### src/rtl/hsa_pkg.sv
// ----------------------------------------------------------------------------
// hsa_pkg
// Shared types and constants for the hashed slot allocator: table geometry,
// hash constants, controller states and the controller/datapath interface.
// ----------------------------------------------------------------------------
package hsa_pkg;

    // Table geometry
    localparam int TABLE_SIZE     = 1024;
    localparam int TABLE_BITS     = 10;
    localparam int WORD_W         = 32;                    // slots per bitmap row
    localparam int WORD_IDX_BITS  = 5;
    localparam int NUM_ROWS       = TABLE_SIZE / WORD_W;
    localparam int ROW_BITS       = TABLE_BITS - WORD_IDX_BITS;
    localparam int COUNT_BITS     = TABLE_BITS + 1;

    // Slots handed out per host
    localparam int SLOTS_PER_HOST = 8;
    localparam int K_BITS         = 3;

    // Field widths
    localparam int HOST_W         = 16;
    localparam int SLOT_W         = 10;

    // MurmurHash64A constants
    localparam logic [63:0] HASH_SEED = 64'h0000_0000_dead_beef;
    localparam logic [63:0] MIX_MUL   = 64'hc6a4_a793_5bd1_e995;
    localparam logic [63:0] HASH_INIT = HASH_SEED ^ (MIX_MUL << 3);  // seed ^ (len * m)
    localparam int          MIX_SHIFT = 47;

    // Multiplier sub-steps (one 32x32 partial product per step, then post op)
    localparam logic [1:0] MSTEP_LL   = 2'd0;
    localparam logic [1:0] MSTEP_HL   = 2'd1;
    localparam logic [1:0] MSTEP_LH   = 2'd2;
    localparam logic [1:0] MSTEP_POST = 2'd3;

    // Operation applied after a 64-bit multiply completes
    typedef enum logic {
        POST_SHIFT,     // x ^= x >> 47
        POST_SEED       // x ^= initial hash state
    } t_post;

    typedef enum logic [2:0] {
        ST_IDLE,
        ST_START,
        ST_MUL,
        ST_PINIT,
        ST_RD,
        ST_CHK,
        ST_EMIT
    } t_state;

    // Controller to datapath
    typedef struct packed {
        logic       load_host;  // capture host id, clear request counter
        logic       next_k;     // advance to next request
        logic       load_key;   // x <= key
        logic       mul_en;     // run one multiplier sub-step
        logic [1:0] mul_step;
        t_post      post;
        logic       probe_init; // home slot from hash
        logic       rd;         // read bitmap row
        logic       commit;     // mark free slot, record result
        logic       advance;    // move to next row
        logic       set_full;   // record a table-full result
        logic       emit;       // load output register
    } t_cmd;

    // Datapath to controller
    typedef struct packed {
        logic full;
        logic hit;
        logic last;
        logic out_free;
    } t_status;

endpackage

### src/rtl/hsa_datapath.sv
// ----------------------------------------------------------------------------
// hsa_datapath
// Hash engine with a shared 32x32 multiplier, row-wide bitmap memory with
// per-row valid flags, probe logic and the output register.
// ----------------------------------------------------------------------------
module hsa_datapath
    import hsa_pkg::*;
(
    input  logic                i_clk,
    input  logic                i_rst_n,
    input  t_cmd                i_cmd,
    output t_status             o_status,
    input  logic [HOST_W-1:0]   i_host_id,
    input  logic                i_out_stall,
    output logic                o_out_valid,
    output logic [SLOT_W-1:0]   o_slot_index,
    output logic                o_last_slot,
    output logic                o_table_full
);

    // Request context
    logic [HOST_W-1:0]         r_host;
    logic [K_BITS-1:0]         r_k;

    // Hash engine
    logic [63:0]               r_x;
    logic [63:0]               r_acc;
    logic [31:0]               mul_a;
    logic [31:0]               mul_b;
    logic [63:0]               mul_p;
    logic [63:0]               post_val;
    logic [63:0]               key;

    // Bitmap and probe
    logic [WORD_W-1:0]         r_mem [NUM_ROWS];
    logic [NUM_ROWS-1:0]       r_row_vld;
    logic [WORD_W-1:0]         r_rdata;
    logic                      r_rvalid;
    logic [ROW_BITS-1:0]       r_row;
    logic [WORD_IDX_BITS-1:0]  r_off;
    logic                      r_first;
    logic [COUNT_BITS-1:0]     r_used;
    logic [WORD_W-1:0]         row_data;
    logic [WORD_W-1:0]         free_mask;
    logic [WORD_IDX_BITS-1:0]  pick;

    // Result holding and output register
    logic [SLOT_W-1:0]         r_res_slot;
    logic                      r_res_full;
    logic                      r_o_valid;
    logic [SLOT_W-1:0]         r_o_slot;
    logic                      r_o_last;
    logic                      r_o_full;

    // Key = host * TABLE_SIZE + k
    assign key = {{(64 - HOST_W - TABLE_BITS){1'b0}}, r_host,
                  {(TABLE_BITS - K_BITS){1'b0}}, r_k};

    // Partial product operand select
    always_comb begin
        mul_a = r_x[31:0];
        mul_b = MIX_MUL[31:0];
        case (i_cmd.mul_step)
            MSTEP_HL: mul_a = r_x[63:32];
            MSTEP_LH: mul_b = MIX_MUL[63:32];
            default:  ;
        endcase
    end
    // 32x32 partial product, operands zero-extended to the product width
    assign mul_p = 64'(mul_a) * 64'(mul_b);

    // Post-multiply mixing
    always_comb begin
        case (i_cmd.post)
            POST_SEED: post_val = r_acc ^ HASH_INIT;
            default:   post_val = r_acc ^ (r_acc >> MIX_SHIFT);
        endcase
    end

    // Probe: first free slot in the row, masked below the home offset on first row
    assign row_data  = r_rvalid ? r_rdata : '0;
    assign free_mask = ~row_data & (r_first ? ({WORD_W{1'b1}} << r_off) : {WORD_W{1'b1}});

    always_comb begin
        pick = '0;
        for (int i = WORD_W - 1; i >= 0; i--) begin
            if (free_mask[i]) begin
                pick = WORD_IDX_BITS'(i);
            end
        end
    end

    // Context and hash registers
    always_ff @(posedge i_clk) begin
        if (i_cmd.load_host) begin
            r_host <= i_host_id;
        end
        if (i_cmd.load_host) begin
            r_k <= '0;
        end else if (i_cmd.next_k) begin
            r_k <= r_k + K_BITS'(1);
        end
        if (i_cmd.load_key) begin
            r_x <= key;
        end else if (i_cmd.mul_en) begin
            case (i_cmd.mul_step)
                MSTEP_LL:   r_acc <= mul_p;
                MSTEP_HL,
                MSTEP_LH:   r_acc[63:32] <= r_acc[63:32] + mul_p[31:0];
                MSTEP_POST: r_x <= post_val;
                default:    ;
            endcase
        end
    end

    // Probe position
    always_ff @(posedge i_clk) begin
        if (i_cmd.probe_init) begin
            r_row   <= r_x[TABLE_BITS-1:WORD_IDX_BITS];
            r_off   <= r_x[WORD_IDX_BITS-1:0];
            r_first <= 1'b1;
        end else if (i_cmd.advance) begin
            r_row   <= r_row + ROW_BITS'(1);
            r_first <= 1'b0;
        end
    end

    // Bitmap memory, one row per word
    always_ff @(posedge i_clk) begin
        if (i_cmd.rd) begin
            r_rdata <= r_mem[r_row];
        end
        if (i_cmd.commit) begin
            r_mem[r_row] <= row_data | (WORD_W'(1) << pick);
        end
    end

    // Row valid flags and occupancy count
    always_ff @(posedge i_clk) begin
        if (!i_rst_n) begin
            r_row_vld <= '0;
            r_rvalid  <= 1'b0;
            r_used    <= '0;
        end else begin
            if (i_cmd.rd) begin
                r_rvalid <= r_row_vld[r_row];
            end
            if (i_cmd.commit) begin
                r_row_vld[r_row] <= 1'b1;
                r_used           <= r_used + COUNT_BITS'(1);
            end
        end
    end

    // Pending result
    always_ff @(posedge i_clk) begin
        if (i_cmd.commit) begin
            r_res_slot <= SLOT_W'({r_row, pick});
            r_res_full <= 1'b0;
        end else if (i_cmd.set_full) begin
            r_res_slot <= '0;
            r_res_full <= 1'b1;
        end
    end

    // Output register
    always_ff @(posedge i_clk) begin
        if (!i_rst_n) begin
            r_o_valid <= 1'b0;
        end else if (i_cmd.emit) begin
            r_o_valid <= 1'b1;
        end else if (!i_out_stall) begin
            r_o_valid <= 1'b0;
        end
    end

    always_ff @(posedge i_clk) begin
        if (i_cmd.emit) begin
            r_o_slot <= r_res_slot;
            r_o_full <= r_res_full;
            r_o_last <= (r_k == K_BITS'(SLOTS_PER_HOST - 1));
        end
    end

    assign o_status.full     = (r_used == COUNT_BITS'(TABLE_SIZE));
    assign o_status.hit      = |free_mask;
    assign o_status.last     = (r_k == K_BITS'(SLOTS_PER_HOST - 1));
    assign o_status.out_free = !r_o_valid || !i_out_stall;

    assign o_out_valid  = r_o_valid;
    assign o_slot_index = r_o_slot;
    assign o_last_slot  = r_o_last;
    assign o_table_full = r_o_full;

endmodule

### src/rtl/hsa_ctrl.sv
// ----------------------------------------------------------------------------
// hsa_ctrl
// Sequencer: per request it hands out a result; unless the table is full it
// runs four 64-bit multiplies on the shared multiplier and walks bitmap rows.
// ----------------------------------------------------------------------------
module hsa_ctrl
    import hsa_pkg::*;
(
    input  logic    i_clk,
    input  logic    i_rst_n,
    input  logic    i_in_valid,
    output logic    o_in_stall,
    output t_cmd    o_cmd,
    input  t_status i_status
);

    t_state     r_state, n_state;
    logic [1:0] r_mstep, n_mstep;   // sub-step within one multiply
    logic [1:0] r_mcnt,  n_mcnt;    // which of the four multiplies

    // State registers
    always_ff @(posedge i_clk) begin
        if (!i_rst_n) begin
            r_state <= ST_IDLE;
            r_mstep <= '0;
            r_mcnt  <= '0;
        end else begin
            r_state <= n_state;
            r_mstep <= n_mstep;
            r_mcnt  <= n_mcnt;
        end
    end

    // Next state and commands
    always_comb begin
        n_state    = r_state;
        n_mstep    = r_mstep;
        n_mcnt     = r_mcnt;
        o_cmd      = '0;
        o_cmd.post = (r_mcnt == 2'd1) ? POST_SEED : POST_SHIFT;
        o_cmd.mul_step = r_mstep;
        o_in_stall = 1'b1;

        case (r_state)
            ST_IDLE: begin
                o_in_stall = 1'b0;
                if (i_in_valid) begin
                    o_cmd.load_host = 1'b1;
                    n_state         = ST_START;
                end
            end
            ST_START: begin
                if (i_status.full) begin
                    o_cmd.set_full = 1'b1;
                    n_state        = ST_EMIT;
                end else begin
                    o_cmd.load_key = 1'b1;
                    n_mstep        = MSTEP_LL;
                    n_mcnt         = '0;
                    n_state        = ST_MUL;
                end
            end
            ST_MUL: begin
                o_cmd.mul_en = 1'b1;
                n_mstep      = r_mstep + 2'd1;
                if (r_mstep == MSTEP_POST) begin
                    n_mcnt = r_mcnt + 2'd1;
                    if (r_mcnt == 2'd3) begin
                        n_state = ST_PINIT;
                    end
                end
            end
            ST_PINIT: begin
                o_cmd.probe_init = 1'b1;
                n_state          = ST_RD;
            end
            ST_RD: begin
                o_cmd.rd = 1'b1;
                n_state  = ST_CHK;
            end
            ST_CHK: begin
                if (i_status.hit) begin
                    o_cmd.commit = 1'b1;
                    n_state      = ST_EMIT;
                end else begin
                    o_cmd.advance = 1'b1;
                    n_state       = ST_RD;
                end
            end
            ST_EMIT: begin
                if (i_status.out_free) begin
                    o_cmd.emit = 1'b1;
                    if (i_status.last) begin
                        n_state = ST_IDLE;
                    end else begin
                        o_cmd.next_k = 1'b1;
                        n_state      = ST_START;
                    end
                end
            end
            default: n_state = ST_IDLE;
        endcase
    end

endmodule

### src/rtl/hashed_slot_allocator.sv
// ----------------------------------------------------------------------------
// hashed_slot_allocator
// Allocates SLOTS_PER_HOST table slots per host id by MurmurHash64A and
// linear probing over a used-slot bitmap.
// ----------------------------------------------------------------------------
// Each accepted host id yields 8 results in order, the last one flagged. For
// each slot the sequencer runs a setup step, the four 64-bit multiplies of
// the hash on one shared 32x32 multiplier (three partial products and a
// mixing step each), a step to form the home slot, then for each 32-slot
// bitmap row probed a registered memory read and a search, and last the
// hand-off of the result to the output register. Once the table is full a
// result needs only the setup step and the hand-off. Accepting a host id is
// a step of its own; a new host id is accepted as soon as the last result of
// the previous run has been loaded into the output register, while that
// result may still be waiting there. A stalled output holds the run at its
// next hand-off. The bitmap is cleared by per-row valid flags at reset, so
// the block is ready as soon as reset is released.
// ----------------------------------------------------------------------------
module hashed_slot_allocator
    import hsa_pkg::*;
(
    input  logic              i_clk,
    input  logic              i_rst_n,
    input  logic              i_valid,
    output logic              o_stall,
    input  logic [HOST_W-1:0] i_host_id,
    output logic              o_valid,
    input  logic              i_stall,
    output logic [SLOT_W-1:0] o_slot_index,
    output logic              o_last_slot,
    output logic              o_table_full
);

    t_cmd    cmd;
    t_status status;

    // Sequencer
    hsa_ctrl u_ctrl (
        .i_clk      (i_clk),
        .i_rst_n    (i_rst_n),
        .i_in_valid (i_valid),
        .o_in_stall (o_stall),
        .o_cmd      (cmd),
        .i_status   (status)
    );

    // Hash, bitmap and output datapath
    hsa_datapath u_dp (
        .i_clk        (i_clk),
        .i_rst_n      (i_rst_n),
        .i_cmd        (cmd),
        .o_status     (status),
        .i_host_id    (i_host_id),
        .i_out_stall  (i_stall),
        .o_out_valid  (o_valid),
        .o_slot_index (o_slot_index),
        .o_last_slot  (o_last_slot),
        .o_table_full (o_table_full)
    );

    // A full-table result never carries a slot
    a_full_zero: assert property (@(posedge i_clk) disable iff (!i_rst_n)
        o_valid && o_table_full |-> o_slot_index == '0)
        else $error("table_full result with nonzero slot index");

    // No new host while a run is still being handed out
    a_run_blocks_input: assert property (@(posedge i_clk) disable iff (!i_rst_n)
        o_valid && !o_last_slot |-> o_stall)
        else $error("input ready in the middle of a run");

    // An accepted host id starts a run that blocks input
    a_accept_busy: assert property (@(posedge i_clk) disable iff (!i_rst_n)
        i_valid && !o_stall |=> o_stall)
        else $error("input ready right after an accepted transaction");

endmodule
### config.mk
export PLATFORM = sky130hd
export DESIGN_NAME = hashed_slot_allocator
export DESIGN_NICKNAME = d
export VERILOG_FILES = /design/src/rtl/hsa_pkg.sv /design/src/rtl/hsa_datapath.sv /design/src/rtl/hsa_ctrl.sv /design/src/rtl/hashed_slot_allocator.sv
export SDC_FILE = /design/constraint.sdc
export NUM_CORES = 2
export LEC_CHECK = 0
export BUFFER_PORTS_ARGS = -buffer_cell sky130_fd_sc_hd__buf_4
export CORE_MARGIN = 2
export CORE_UTILIZATION = 50
export DETAILED_ROUTE_END_ITERATION = 16
export GPL_TIMING_DRIVEN = 1
export PLACE_DENSITY_LB_ADDON = 0.1
export SYNTH_ARGS = -nofsm -noshare
export SYNTH_HDL_FRONTEND = slang
export SYNTH_SLANG_ARGS = --single-unit
### constraint.sdc
create_clock -name i_clk -period 17.33 [get_ports i_clk]
set_clock_uncertainty 0.05 [all_clocks]
set_input_delay 0 -clock i_clk [delete_from_list [all_inputs] [get_ports i_clk]]
set_output_delay 0 -clock i_clk [all_outputs]
set_load 0.01 [all_outputs]
* Yosys cells after proc, flatten, opt, wreduce, memory -nomap -nowiden
Memories as Yosys holds them, arrays and structs flattened. A register that Yosys moved wholly into a read port is not among the register bits.
Cells that the tools add are included.
** Word-level totals
- Memory bits (writable) :: 1024
- Memories kept :: 1
- Bits in registers :: 233
- Word-level logic and storage cells :: 164
** Cells by class
- Mux-type cells :: 84
- Shift operators :: 2
- Bitwise logic cells :: 7
- Magnitude comparators :: 2
- Equality and inequality tests :: 19
- Reduce and logical (&&, ||, !) cells :: 21
- $add $sub $neg :: 6
- Multiply operators :: 1
** Memories
- u_dp.r_mem :: depth 32, bits a word 32, rd ports 1, clocked after memory_dff 1, write ports 1, line hsa_datapath.sv:35 : logic [WORD_W-1:0] r_mem [NUM_ROWS];
** Operators by type and width (number)
- 2-to-1 mux 5 bit :: 34
- 2-to-1 mux 32 bit :: 4
- 2-to-1 mux 26 bit :: 3
- multiplier 32 x 32 -> 64 bit :: 1
- 2-to-1 mux 64 bit :: 1
- OR 32 bit :: 2
- one-hot mux 32 bit (2 select lines) :: 1
- bitwise XOR 64 x 17 -> 64 bit :: 1
- adder 32 bit :: 1
- bitwise AND 32 bit :: 1
- NOT 32 bit :: 1
- OR reduction 32 bit :: 1
- << shifter 1 x 5 -> 32 bit (first input constant) :: 1
- << shifter 32 x 5 -> 32 bit (first input constant) :: 1
- NOT 26 bit :: 1
- 2-to-1 mux 1 bit :: 25
- one-hot mux 3 bit (7 select lines) :: 1
- 2-to-1 mux 10 bit :: 2
- 2-to-1 mux 3 bit :: 5
- equality test 3 bit (second input constant) :: 4
- nonzero test 2 bit :: 6
- adder 11 x 1 -> 11 bit (second input constant) :: 1
- equality test 11 bit (second input constant) :: 1
- AND reduction 3 bit :: 3
- 24 further kinds :: 40

* Logic depth before layout (Yosys ltp)
- Depth in word-level cells :: 37
- Depth in mapped cells :: 41
- Depth with buffers taken out :: 39

* Cells and area by module
Synthesis repeated with hierarchy kept, for this count alone.
** Unflattened totals
- Cell total of the unflattened synthesis :: 5366
- Area, all modules :: 76050.4 µm²
** Modules (own cells, without submodules)
- hsa_datapath :: times used 1, area an instance 75514.9 µm², cells each 5305
- hsa_ctrl :: times used 1, area an instance 535.5 µm², cells each 61

* Worst setup path before layout
OpenSTA, ideal clock, no wires.
- Path type :: flip-flop to flip-flop
- From :: register u_ctrl.r_mstep[1]
- To :: register u_dp.r_acc[62] (data pin)
- Clock period less this slack :: 10.170 ns
- Arrival :: 9.855 ns
- Path buffers :: 3
- Cell stages (with the launch flop) :: 38
- Slack :: 7.160 ns
- Path through :: dfxtp_1 -> inv_1 -> ha_1 -> clkbuf_1 -> clkbuf_1 -> clkbuf_1 -> mux2i_1 -> nor2_1 -> ha_1 -> fa_1 -> inv_1 -> fa_1 -> fa_1 -> inv_1 -> fa_1 -> ha_1 -> fa_1 -> inv_1 -> [... 2 more ...] -> ha_1 -> a211o_1 -> or4_1 -> o21ai_0 -> a21boi_0 -> o21ai_0 -> nand2b_1 -> xor2_1 -> ha_1 -> a21o_1 -> a21o_1 -> a21oi_1 -> nor2_1 -> a211oi_1 -> o31ai_2 -> and4b_1 -> o31a_1 -> or3_1
** On the way
- Cells in the longest elaborated chain, start to end :: 5
- Elaborated cells between the ends (all ways) :: 9
** RTL lines
- from (decl) :: line hsa_ctrl.sv:18 : logic [1:0] r_mstep, n_mstep;
- from (signal assigned) :: line hsa_ctrl.sv:29 : r_mstep <= n_mstep;
- equality test 2 x 1 -> 1 bit / equality test 2 bit (equally long branches) :: line hsa_datapath.sv:63 : case (i_cmd.mul_step)
- 2-to-1 mux 32 bit :: line hsa_datapath.sv:63
- multiplier 32 x 32 -> 64 bit * :: line hsa_datapath.sv:70 : assign mul_p = 64'(mul_a) * 64'(mul_b);
- named net u_dp.mul_p[23] :: line hsa_datapath.sv:30 : logic [63:0] mul_p;
- adder 32 bit * :: line hsa_datapath.sv:109 : MSTEP_LH: r_acc[63:32] <= r_acc[63:32] + mul_p[31:0];
- one-hot mux 32 bit (2 select lines) * :: line hsa_datapath.sv:106 : case (i_cmd.mul_step)
- to (signal assigned) :: line hsa_datapath.sv:107 : MSTEP_LL: r_acc <= mul_p;
- to (signal assigned) :: line hsa_datapath.sv:109
- to (decl) :: line hsa_datapath.sv:27 : logic [63:0] r_acc;
The timed path passes the listed nets; every way through them passes the cells marked *.
A chain may end at the register's enable or synchronous reset.

* Final worst setup path
Same ends and word-level chain as after synthesis.

==> reports/metrics.yaml <==
placement:
  place_congestion: 0.965
  hpwl_mm: 161
  dp.cells: 7379
  portBuffers: 33
clocking:
  clk_pin_slew_ps: 70
  cts_setup_buffers: 0
  cts_sinks: 1289
  htree_levels: 4
  cts_buffer_depth: 3
  cts-hold-fix-buffers: 37
  insertion_delay_ps: 780
  cts_tree: "done"
  cts-root-buf: "clkbuf_16"
  cts-resized-gates: 0
  numCtsBuffers: 131
final_layout:
  layout-drive-gt1-share_pct: 12.5
  area_growth_pct: 9.98
  fin_cells: 7649
  final_nets: 6600
synth:
  synth_seq_cells: 1289
  ys_seq_area_share_pct: 49.5
  synth_ff_type: "edfxtp_1"
  synth_warnings: 0
  synth_top_area_cell: "edfxtp_1"
  synthesis.instances: 5407
  avgSynthCellArea_sq_um: 14.1
  yosysTopAreaCellShare_pct: 46.8
  syn_area_sq_mm: 0.0762
  ys_types: 88
  synth_edf_count: 1187
  synthTopCellsByCount: "1,187 x edfxtp_1, 823 x inv_1, 615 x fa_1"
  synth.most_common_cell: "edfxtp_1"
  yosys-top-cells-area: "edfxtp_1 47%, fa_1 16%, mux4_2 7.8%"
  async_flop_share_pct: 0
worst_setup_path:
  reg2reg_from: "u_ctrl.r_mstep[1]"
  r2r_cells: 38
  crit_end: "u_dp.r_acc[62]"
  worst_ep_required_time_ps: 17800
  r2r_slack_ps: 5600
  critical_path.slowest_cell: "mux2i_1"
  startpoint_type: "register"
  crit_cells: 38
  crit_type: "reg -> reg"
  max_stage_delay_ps: 1130
  cp_top_family: "adder cells"
  startpoint: "u_ctrl.r_mstep[1]"
  path_buf_inv: 7
  worstPathArrival_ps: 12200
  end_kind: "register"
  cp_max_fo: 32
  crit-reg2reg-capture: "u_dp.r_acc[62]"
timing:
  rsz0062_at_grt: "no"
  final.setup.tns_ps: 0
  slew_headroom_pct: 10.2
  post-route-min-period_ps: 11730
  worst_slew_pin_slew_ps: 1310
  setup_violations: 0
  fmax_mhz: 85.2
  hold_viol: 0
  maxSlewViolCount: 0
  fin_crit_sh_pct: 67.7
  hold_slack_ps: 280
global_routing:
  grt_util_all_layers_pct: 29.5
  grt_pass1_vias: 46600
  grt_remaining_overflow: 0
  grt_max_degree: 108
  grt_pass1_wl_mm: 331
  antenna_found_initial: 3
run:
  cap_viol_max_count: 0
floorplan:
  num_rows: 143
  die_y_um: 394
  start_util_pct: 50.3
  die_x_um: 394
  pin_count: 34
  fp.coreArea_sq_mm: 0.152
  dieArea_sq_mm: 0.156
min_path:
  min_path_type: "in -> reg"
route:
  vias: 46000
  drt_iter0_markers: 4830
  route.detailed.drc: 0
  ant_nets: 0
  wl_mm: 227
  drt_first_pass_iters: 6
  wl_per_cell_um: 29.6
  via_per_inst: 6.02
run_status:
  outcome: "completed"
==> placed cells by master, fill, tap and decap left out, types with 131 or more instances in the layout <==
| master | Yosys | layout |
|---|---|---|
| nor2_1 | 192 | 189 |
| ha_1 | 446 | 441 |
| inv_1 | 823 | 823 |
| nand2_1 | 259 | 259 |
| a22oi_1 | 132 | 132 |
| buf_4 | 0 | 138 |
| fa_1 | 615 | 615 |
| clkbuf_16 | 0 | 131 |
| mux4_2 | 265 | 265 |
| edfxtp_1 | 1187 | 1187 |
| a21oi_1 | 171 | 171 |
==> area by class of cell <==
cell class / instances / area [sq um]
Sequential cell: 1289 / 37700
Antenna cell: 1 / 2.50
Clock buffer: 176 / 3470
Timing Repair Buffer: 178 / 1470
Inverter: 828 / 3110
Clock inverter: 56 / 697
Tap cell: 2030 / 2540
Fill cell: 12400 / 67800
Multi-Input combinational cell: 3091 / 34800
==> sequential cells by signal, summed over array words and instances (netlist names), 10 cells and up <==
register	count
u_dp.r_mem	1024
u_dp.r_acc	64
u_dp.r_x	64
u_dp.r_rdata	32
u_dp.r_row_vld	32
u_dp.r_host	16
u_dp.r_used	11
u_dp.o_slot_index	10
u_dp.r_res_slot	10
==> metrics by stage <==
stage,utilization (%),setup slack [ps],instance area [sq um]
6_report,55.3,5600,83800
3_5_place_dp,52.3,5640,79200
2_1_floorplan,-,7160,76200
3_3_place_gp,52.3,5790,79200
4_1_cts,55.3,5660,83800
5_1_grt,55.3,5070,83800
==> worst register-to-register path, delay by kind of cell, from the launching register on <==
family | cells | cell delay [ps]
AO/OA/AOI/OAI | 10 | 2040
XOR/XNOR | 2 | 470
adder cells (fa/ha/maj) | 11 | 3990
buffers and inverters | 7 | 1330
flip-flops | 1 | 350
multiplexers | 1 | 1190
AND/OR/NAND/NOR | 7 | 2060
==> metal layers <==
| metal | track usage (%) | part of all wire, % |
|---|---|---|
| met2 | 45.2 | 46 |
| met5 | 0 | 0.012 |
| met3 | 4.38 | 7.5 |
| met1 | 44.1 | 44 |
| met4 | 8.75 | 3.1 |
==> how the worst min path moves through the flow <==
stage	startpoint	cells after the start	slack, ps	endpoint
3_5_place_dp	i_host_id[1]	1	130	u_dp.r_host[1]
3_3_place_gp	i_host_id[1]	1	130	u_dp.r_host[1]
2_1_floorplan	i_host_id[0]	0	50	u_dp.r_host[0]
4_1_cts	i_rst_n	3	230	u_dp.r_row_vld[26]
5_1_grt	i_rst_n	3	290	u_dp.r_row_vld[26]
6_report	i_rst_n	3	280	u_dp.r_row_vld[26]
==> kinds of logic (layout without fill, tap and decap cells) <==
family          Yosys count  after routing  synth area share [%]
compound gates          802            802                  7.02
xor+xnor                150            150                  1.74
fa+ha+maj              1061           1061                  23.5
buf+inv                1029           1238                  5.10
flops                  1289           1289                  49.5
mux                     303            303                  8.35
other cells               2              5               0.00986
simple gates            771            771                  4.83
Power is left out: the tool's default activity adds up to more than one toggle a clock period on the data nets, which glitch-free logic cannot reach.
